<file path="src/pst_pkg.sv">
// Shared constants and types for the PS/2 key state tracker.
package pst_pkg;

   // Number of map entries that are searched (1 to 8).
   localparam int MAP_ENTRIES = 8;

   // Fixed field widths.
   localparam int CODE_W  = 8;
   localparam int FLAGS_W = 8;
   localparam int MAP_W   = FLAGS_W * CODE_W;

   // Special scancode values.
   localparam logic [CODE_W-1:0] BREAK_CODE    = 8'hF0;
   localparam logic [CODE_W-1:0] LIST_END_CODE = 8'hFF;

   // Reset value of the map: an empty list.
   localparam logic [MAP_W-1:0] MAP_RESET = '1;

   // Result of comparing one byte against the active map entries.
   typedef struct packed {
      logic [FLAGS_W-1:0] mask;
      logic               nonempty;
   } match_type;

   // Architectural tracker state.
   typedef struct packed {
      logic               release_pending;
      logic [FLAGS_W-1:0] key_flags;
      logic [CODE_W-1:0]  pressed_code;
      logic [CODE_W-1:0]  typed_code;
   } state_type;

endpackage

</file>
<file path="src/ps2_key_state_tracker_unit.sv">
// Top level of the PS/2 key state tracker: handshakes, map register, result register.
// The input register feeds the update; the eight map compares sit in one stage, and the
// result register loads when a transaction leaves the input register.
// Throughput: one scancode per cycle while rsp_ready drains the result register.
// Reset: synchronous; clears key flags and both codes, empties the map (all ones).
module ps2_key_state_tracker_unit (
   input  logic                        clock,
   input  logic                        reset,
   input  logic                        req_valid,
   output logic                        req_ready,
   input  logic [pst_pkg::CODE_W-1:0]  req_scan_byte,
   output logic                        rsp_valid,
   input  logic                        rsp_ready,
   output logic [pst_pkg::FLAGS_W-1:0] rsp_key_bits,
   output logic [pst_pkg::CODE_W-1:0]  rsp_last_pressed,
   output logic [pst_pkg::CODE_W-1:0]  rsp_last_typed,
   input  logic                        csr_valid,
   output logic                        csr_ready,
   input  logic [pst_pkg::MAP_W-1:0]   csr_map_codes
);
   import pst_pkg::*;

   logic               in_valid_ff;
   logic [CODE_W-1:0]  in_byte_ff;
   logic               out_valid_ff;
   state_type          out_ff;
   logic [MAP_W-1:0]   map_ff;
   logic               advance;
   state_type          state_cur;
   state_type          state_next;

   // A transaction moves on when the result register is free or being drained.
   assign advance   = in_valid_ff && (!out_valid_ff || rsp_ready);
   assign req_ready = !in_valid_ff || advance;
   assign csr_ready = 1'b1;

   // Map register.
   always_ff @(posedge clock) begin
      if (reset) begin
         map_ff <= MAP_RESET;
      end else if (csr_valid) begin
         map_ff <= csr_map_codes;
      end
   end

   // Input register.
   always_ff @(posedge clock) begin
      if (reset) begin
         in_valid_ff <= 1'b0;
      end else if (req_ready) begin
         in_valid_ff <= req_valid;
      end
   end

   always_ff @(posedge clock) begin
      if (req_valid && req_ready) begin
         in_byte_ff <= req_scan_byte;
      end
   end

   pst_core u_core (
      .clock      (clock),
      .reset      (reset),
      .advance    (advance),
      .code       (in_byte_ff),
      .map_codes  (map_ff),
      .state_cur  (state_cur),
      .state_next (state_next)
   );

   // Result register.
   always_ff @(posedge clock) begin
      if (reset) begin
         out_valid_ff <= 1'b0;
      end else if (advance) begin
         out_valid_ff <= 1'b1;
      end else if (rsp_ready) begin
         out_valid_ff <= 1'b0;
      end
   end

   always_ff @(posedge clock) begin
      if (advance) begin
         out_ff <= state_next;
      end
   end

   assign rsp_valid        = out_valid_ff;
   assign rsp_key_bits     = out_ff.key_flags;
   assign rsp_last_pressed = out_ff.pressed_code;
   assign rsp_last_typed   = out_ff.typed_code;

   // Every transaction that leaves the input register yields a result next cycle.
   a_advance_gives_result: assert property (@(posedge clock) disable iff (reset)
      advance |=> rsp_valid)
      else $error("result missing after update");

   // A break prefix leaves key flags and both codes untouched.
   a_break_keeps_state: assert property (@(posedge clock) disable iff (reset)
      (advance && in_byte_ff == BREAK_CODE) |=>
         (rsp_key_bits == $past(state_cur.key_flags) &&
          rsp_last_pressed == $past(state_cur.pressed_code) &&
          rsp_last_typed == $past(state_cur.typed_code)))
      else $error("break prefix changed state");

   // With an empty map no key flag is set and the pressed code is kept.
   a_empty_map_keeps: assert property (@(posedge clock) disable iff (reset)
      (advance && map_ff[CODE_W-1:0] == LIST_END_CODE) |=>
         (rsp_key_bits == ($past(state_cur.key_flags) & rsp_key_bits) &&
          rsp_last_pressed == $past(state_cur.pressed_code)))
      else $error("empty map altered flags or pressed code");

   // Right after reset the pipeline is empty.
   a_reset_empty: assert property (@(posedge clock)
      reset |=> (!rsp_valid && req_ready))
      else $error("pipeline not empty after reset");

endmodule

</file>
<file path="src/pst_match.sv">
// Parallel compare of one scancode against the active map entries.
module pst_match (
   input  logic [pst_pkg::CODE_W-1:0] code,
   input  logic [pst_pkg::MAP_W-1:0]  map_codes,
   output pst_pkg::match_type         result
);
   import pst_pkg::*;

   // Walk the entries in order; the first list-end code cuts the list short.
   always_comb begin
      logic              alive;
      logic [CODE_W-1:0] entry;
      alive  = 1'b1;
      result = '0;
      for (int i = 0; i < MAP_ENTRIES; i++) begin
         entry = map_codes[i*CODE_W +: CODE_W];
         if (entry == LIST_END_CODE) begin
            alive = 1'b0;
         end
         if (alive) begin
            result.nonempty = 1'b1;
            result.mask[i]  = (entry == code);
         end
      end
   end

endmodule

</file>
<file path="src/pst_core.sv">
// Tracker state registers and the combinational update for one scancode.
module pst_core (
   input  logic                       clock,
   input  logic                       reset,
   input  logic                       advance,
   input  logic [pst_pkg::CODE_W-1:0] code,
   input  logic [pst_pkg::MAP_W-1:0]  map_codes,
   output pst_pkg::state_type         state_cur,
   output pst_pkg::state_type         state_next
);
   import pst_pkg::*;

   state_type state_ff;
   state_type state_in;
   match_type match;

   pst_match u_match (
      .code      (code),
      .map_codes (map_codes),
      .result    (match)
   );

   // Decode the byte as break prefix, release code or make code.
   always_comb begin
      state_in = state_ff;
      if (code == BREAK_CODE) begin
         state_in.release_pending = 1'b1;
      end else if (state_ff.release_pending) begin
         state_in.release_pending = 1'b0;
         state_in.key_flags       = state_ff.key_flags & ~match.mask;
         if (code == state_ff.pressed_code) begin
            state_in.typed_code = code;
         end
      end else begin
         state_in.key_flags = state_ff.key_flags | match.mask;
         if (match.nonempty) begin
            state_in.pressed_code = code;
         end
      end
   end

   // State updates when a transaction leaves the input register.
   always_ff @(posedge clock) begin
      if (reset) begin
         state_ff <= '0;
      end else if (advance) begin
         state_ff <= state_in;
      end
   end

   assign state_cur  = state_ff;
   assign state_next = state_in;

endmodule
</file>
<file path="config.mk">
export PLATFORM = sky130hd
export DESIGN_NAME = ps2_key_state_tracker_unit
export DESIGN_NICKNAME = d
export VERILOG_FILES = /design/src/pst_pkg.sv /design/src/ps2_key_state_tracker_unit.sv /design/src/pst_match.sv /design/src/pst_core.sv
export SDC_FILE = /design/constraint.sdc
export NUM_CORES = 1
export LEC_CHECK = 0
export BUFFER_PORTS_ARGS = -buffer_cell sky130_fd_sc_hd__buf_4
export CAP_MARGIN = 20
export CORE_MARGIN = 3
export CORE_UTILIZATION = 56
export CTS_BUF_LIST = sky130_fd_sc_hd__clkbuf_16
export DETAILED_ROUTE_END_ITERATION = 16
export GPL_TIMING_DRIVEN = 1
export PLACE_DENSITY = 0.8
export REMOVE_ABC_BUFFERS = 1
export SLEW_MARGIN = 30
export SYNTH_ARGS = -nofsm -noshare
export SYNTH_HDL_FRONTEND = slang
export SYNTH_SLANG_ARGS = --single-unit
</file>
<file path="constraint.sdc">
create_clock -name clock -period 2.5 [get_ports clock]
set_input_delay 0.5 -clock clock [delete_from_list [all_inputs] [get_ports clock]]
set_output_delay 0.5 -clock clock [all_outputs]
set_load 0.05 [all_outputs]
</file>
* After elaboration in Yosys (flattened, before gate mapping)
Index checks and enable logic that the tools add are counted.
Word-level totals: word-level logic and storage cells 71, flip-flop bits (word level) 123, bits of input ports 77, output and inout bits 27
Operators by class: mux-type cells 32, equal/unequal tests 18, reduce and logical (&&, ||, !) cells 7, bitwise gates (word level) 3
Operator list (number):
- $eq A8 B8 Y1 | 9
- $eq A8 B8 Y1 const B | 9
- $mux W8 | 5
- $mux W1 | 25
- $mux W24 | 1
- $and A8 B8 Y8 | 1
- $not A8 Y8 | 1
- $or A8 B8 Y8 | 1
- $logic_and A1 B1 Y1 | 2
- $logic_not A1 Y1 | 2
- $logic_or A1 B1 Y1 | 2
- $mux W2 | 1
- $reduce_bool A2 Y1 | 1

* Logic depth before layout (Yosys ltp)
word-level depth 14, mapped depth 7, gate-level depth less buffers 5

* Modules after synthesis
From an unflattened synthesis, not the netlist that was laid out.
Unflattened totals: cells, all modules 538, area, all modules 5913.2 sq um
By module, submodules not included:
- ps2_key_state_tracker_unit | sequential area each 2282.2 sq um, cells each 257, area an instance 3449.6 sq um, instances 1
- pst_core | sequential area each 500.5 sq um, cells each 157, area an instance 1517.7 sq um, instances 1
- pst_match | sequential area each 0.0 sq um, cells each 124, area an instance 945.9 sq um, instances 1

* Worst setup path after synthesis
No wires, ideal clock.
kind register to register, start point register out_valid_ff, in the netlist rsp_valid, end point register u_core.state_ff (netlist bit u_core.state_cur[16]), library setup time 0.072 ns, clock period less this slack 2.259 ns, arrival 2.187 ns, slack 0.241 ns, data required time 2.428 ns, cell stages (with the launch flop) 6, buffers on the path 0, cell sequence dfxtp_1 > nor2b_1 > nand2b_2 > clkinv_1 > nand4_1 > mux2i_1
On the way: cells in the longest elaborated chain, start to end 3
RTL lines:
- start: declaration | line ps2_key_state_tracker_unit.sv:25 | logic out_valid_ff;
- start signal: assignment | line ps2_key_state_tracker_unit.sv:74 | out_valid_ff <= 1'b0;
- start signal: assignment | line ps2_key_state_tracker_unit.sv:76 | out_valid_ff <= 1'b1;
- start signal: assignment | line ps2_key_state_tracker_unit.sv:78 | out_valid_ff <= 1'b0;
- $logic_not A1 Y1 | line ps2_key_state_tracker_unit.sv:33 | assign advance = in_valid_ff && (!out_valid_ff || rsp_ready);
- $logic_or A1 B1 Y1 | line ps2_key_state_tracker_unit.sv:33
- $logic_and A1 B1 Y1 | line ps2_key_state_tracker_unit.sv:33
- net advance | line ps2_key_state_tracker_unit.sv:28 | logic advance;
- end signal: assignment | line pst_core.sv:47 | state_ff <= state_in;
- end: declaration | line pst_core.sv:13 | state_type state_ff;
The timed path passes the listed nets, and every way through them passes these cells. A chain may end at the register's enable or synchronous reset.

==> impl_metrics.csv <==
group,metric,value,unit
global_route,grt_pass1_wl,21730,um
worst_hold_path,holdPathStages,1,
critical_path,ff2ff_path_depth,5,
routing,dr.pass1.iters,5,
place,placed_cell_area,6729,um^2
finish,regArea,2783,um^2
place,gp_congestion,0.8524,
power,vdd_ir_drop_max,440.4,uV
worst_hold_path,hold_class,"in2reg",
critical_path,max_stage_delay,0.51,ns
routing,wl,13850,um
critical_path,path_cells,"buf_4 -> xnor2_1 -> nand4_1 -> nor3_4 -> mux2_4",
routing,post_drt_wl_per_cell,17.73,um
floorplan,ioPinCount,104,
critical_path,crit_fanout,8,
timing,hold_viol,0,
clock_network,clkSinkCount,123,
floorplan,core,9955,um^2
clock_network,clk_transition_reported_paths,0.05,ns
routing,drc,0,
clock_network,htreeDepth,4,
yosys,synthFlopType,"dfxtp_1",
global_route,antenna_found_initial,0,
yosys,ys_seq_elements,123,
yosys,synth_cells,539,
finish,multiInputGateArea,2834,um^2
status,status,"finished clean",
critical_path,path_buf_inv,1,
timing,layout_min_cycle_time,2.218,ns
yosys,syn_avg_cell_area,10.84,um^2
floorplan,dieWidth,108.1,um
place,dpl.cell_count,749,
power,p_per_area,721.0,nW/um^2
timing,setup_viol,0,
yosys,syn-cell-area,5842,um^2
yosys,yosysWarningCount,0,
clock_network,cts_hold_buf,0,
yosys,synth-async-reset-ratio,0,
finish,finalInstanceArea,7310,um^2
power,power.total,5.270,mW
timing,drv_slew,0,
critical_path,crit_type,"reg2reg",
yosys,synth_cell_type_count,38,
clock_network,cts_resized,0,
critical_path,crit_cells,5,
timing,min_period_over_period,0.8871,
floorplan,start_util,0.5869,
place,port_buffers,102,
clock_network,clock_insertion_delay_worst_skew,0.41,ns
yosys,synth_seq_area_share,0.4763,
finish,area.growth.synth_to_final,25.12,%
floorplan,die_area,11690,um^2
floorplan,dieHeight,108.1,um
finish,fillers,661,
routing,via_count,4414,
routing,vias_per_cell,5.652,
global_route,grt_overflow_total,0,
place,dp_hpwl,9338,um
routing,postRouteAntennaNets,0,
routing,drt-initial-drc-count,221,
job,max-cap-violations,0,
clock_network,cts_setup_buffers,0,
critical_path,cp_top_family,"simple AND/OR/NAND/NOR gates",
finish,fin_nets,712,
finish,final_cells,781,
timing,finalSetupTns,0,ns
critical_path,start_kind,"flop",
clock_network,cts_buffers,17,
clock_network,cts_root_buf,"clkbuf_16",
yosys,synthTopCellsByArea,"dfxtp_1, edfxtp_1, a211o_1",
timing,clock.fmax,450.9,MHz
timing,tightest_slew,0.7971,ns
critical_path,worstPathArrival,2.37,ns
timing,finalClockSkew,0.008199,ns
critical_path,cp.required,2.65,ns
critical_path,critPathSlowestCell,"nor3_4",
yosys,yosysTopAreaCell,"dfxtp_1",
global_route,groute.usage.overall,0.2426,
timing,slew_headroom,0.4646,
timing,rsz0062_at_grt,"no",
clock_network,cts_buffer_depth,2,
critical_path,worst_setup_path_end_kind,"flop",
floorplan,num_rows,36,
clock_network,tritoncts,"done",
finish,n_antenna_cell,0,
global_route,grt_pass1_vias,4324,
yosys,synth.most_common_cell,"dfxtp_1",
yosys,synth.top_cells.by_count,"dfxtp_1, nor2b_1, a211o_1",
yosys,synth_edf_count,32,
power,leakagePower,2.970,nW
global_route,grt_max_degree,68,
finish,drive_above_1_share,0.2577,
yosys,synth_top_cell_area_share,0.3118,
-- report_power, final --
part | internal, mW | switching [mW] | leakage, nW
logic | 0.338 | 0.381 | 1.62
registers | 2.16 | 0.0931 | 1.05
clock network | 1.47 | 0.829 | 0.300
-- worst paths after layout --
| path | slack, ns | startpoint | endpoint |
|---|---|---|---|
| worst max-delay path | 0.28 | in_byte_ff[4] | rsp_last_typed[2] |
| worst min-delay path | 0.27 | req_scan_byte[1] | in_byte_ff[1] |
| worst max register to register | 0.28 | in_byte_ff[4] | rsp_last_typed[2] |
| worst min register to register | 0.48 | u_core.state_cur[16] | u_core.state_cur[16] |
-- per-stage QoR --
| stage | setup slack [ns] | util | hold WS (ns) |
|---|---|---|---|
| floorplan | 0.2409 | - | 0.4518 |
| global placement | 0.2503 | 0.6760 | 0.4599 |
| detailed placement | 0.1612 | 0.6760 | 0.4676 |
| CTS | 0.1534 | 0.7334 | 0.2669 |
| global route | 0.1840 | 0.7343 | 0.2626 |
| finish | 0.2823 | 0.7343 | 0.2727 |
-- sequential cells by signal, indices dropped and copies added, names as in the netlist --
register	count
rsp_valid	1
rsp_last_typed	8
map_ff	64
in_valid_ff	1
rsp_key_bits	8
rsp_last_pressed	8
in_byte_ff	8
u_core.state_cur	25
-- layout by cell type (no fill, tap or decap), types with 2 or more instances in the layout --
master	n
xnor2_1	55
nand3_1	10
or2_2	2
a211o_1	64
a21oi_1	2
nand4_1	34
nor2b_1	65
clkbuf_16	21
nand2b_1	8
nor2_1	31
inv_1	12
dfxtp_1	91
edfxtp_1	32
clkinv_2	4
nor4_4	2
mux2_1	8
mux2_4	8
mux2i_1	32
xor2_1	16
buf_4	120
nand2_1	5
nor3_1	3
clkinv_1	4
nor4_1	6
-- area by class of cell --
class,count,area share
Sequential cell,123,0.3807
Inverter,9,0.004622
Multi-Input combinational cell,363,0.3877
Clock buffer,21,0.07189
Clock inverter,11,0.006333
Tap cell,133,0.02277
Timing Repair Buffer,121,0.1260
-- routing by layer --
metal	vias to the layer above	GRT usage	share of wire
li1	2106	-	-
met1	2128	0.3014	0.41
met2	158	0.4174	0.51
met3	22	0.05672	0.054
met4	0	0.07845	0.021
met5	-	0	0
-- cell families (layout without fill, tap and decap cells) --
logic type	after synthesis	in the layout	share of synthesized area
XOR/XNOR	72	72	0.1092
buffers and inverters	53	162	0.04005
flip-flops	123	123	0.4763
AND/OR/NAND/NOR	174	174	0.1803
multiplexers	48	48	0.09081
other	1	1	0.0006419
AO/OA/AOI/OAI	68	68	0.1026
No activity file was read; power rests on OpenSTA's default activity.
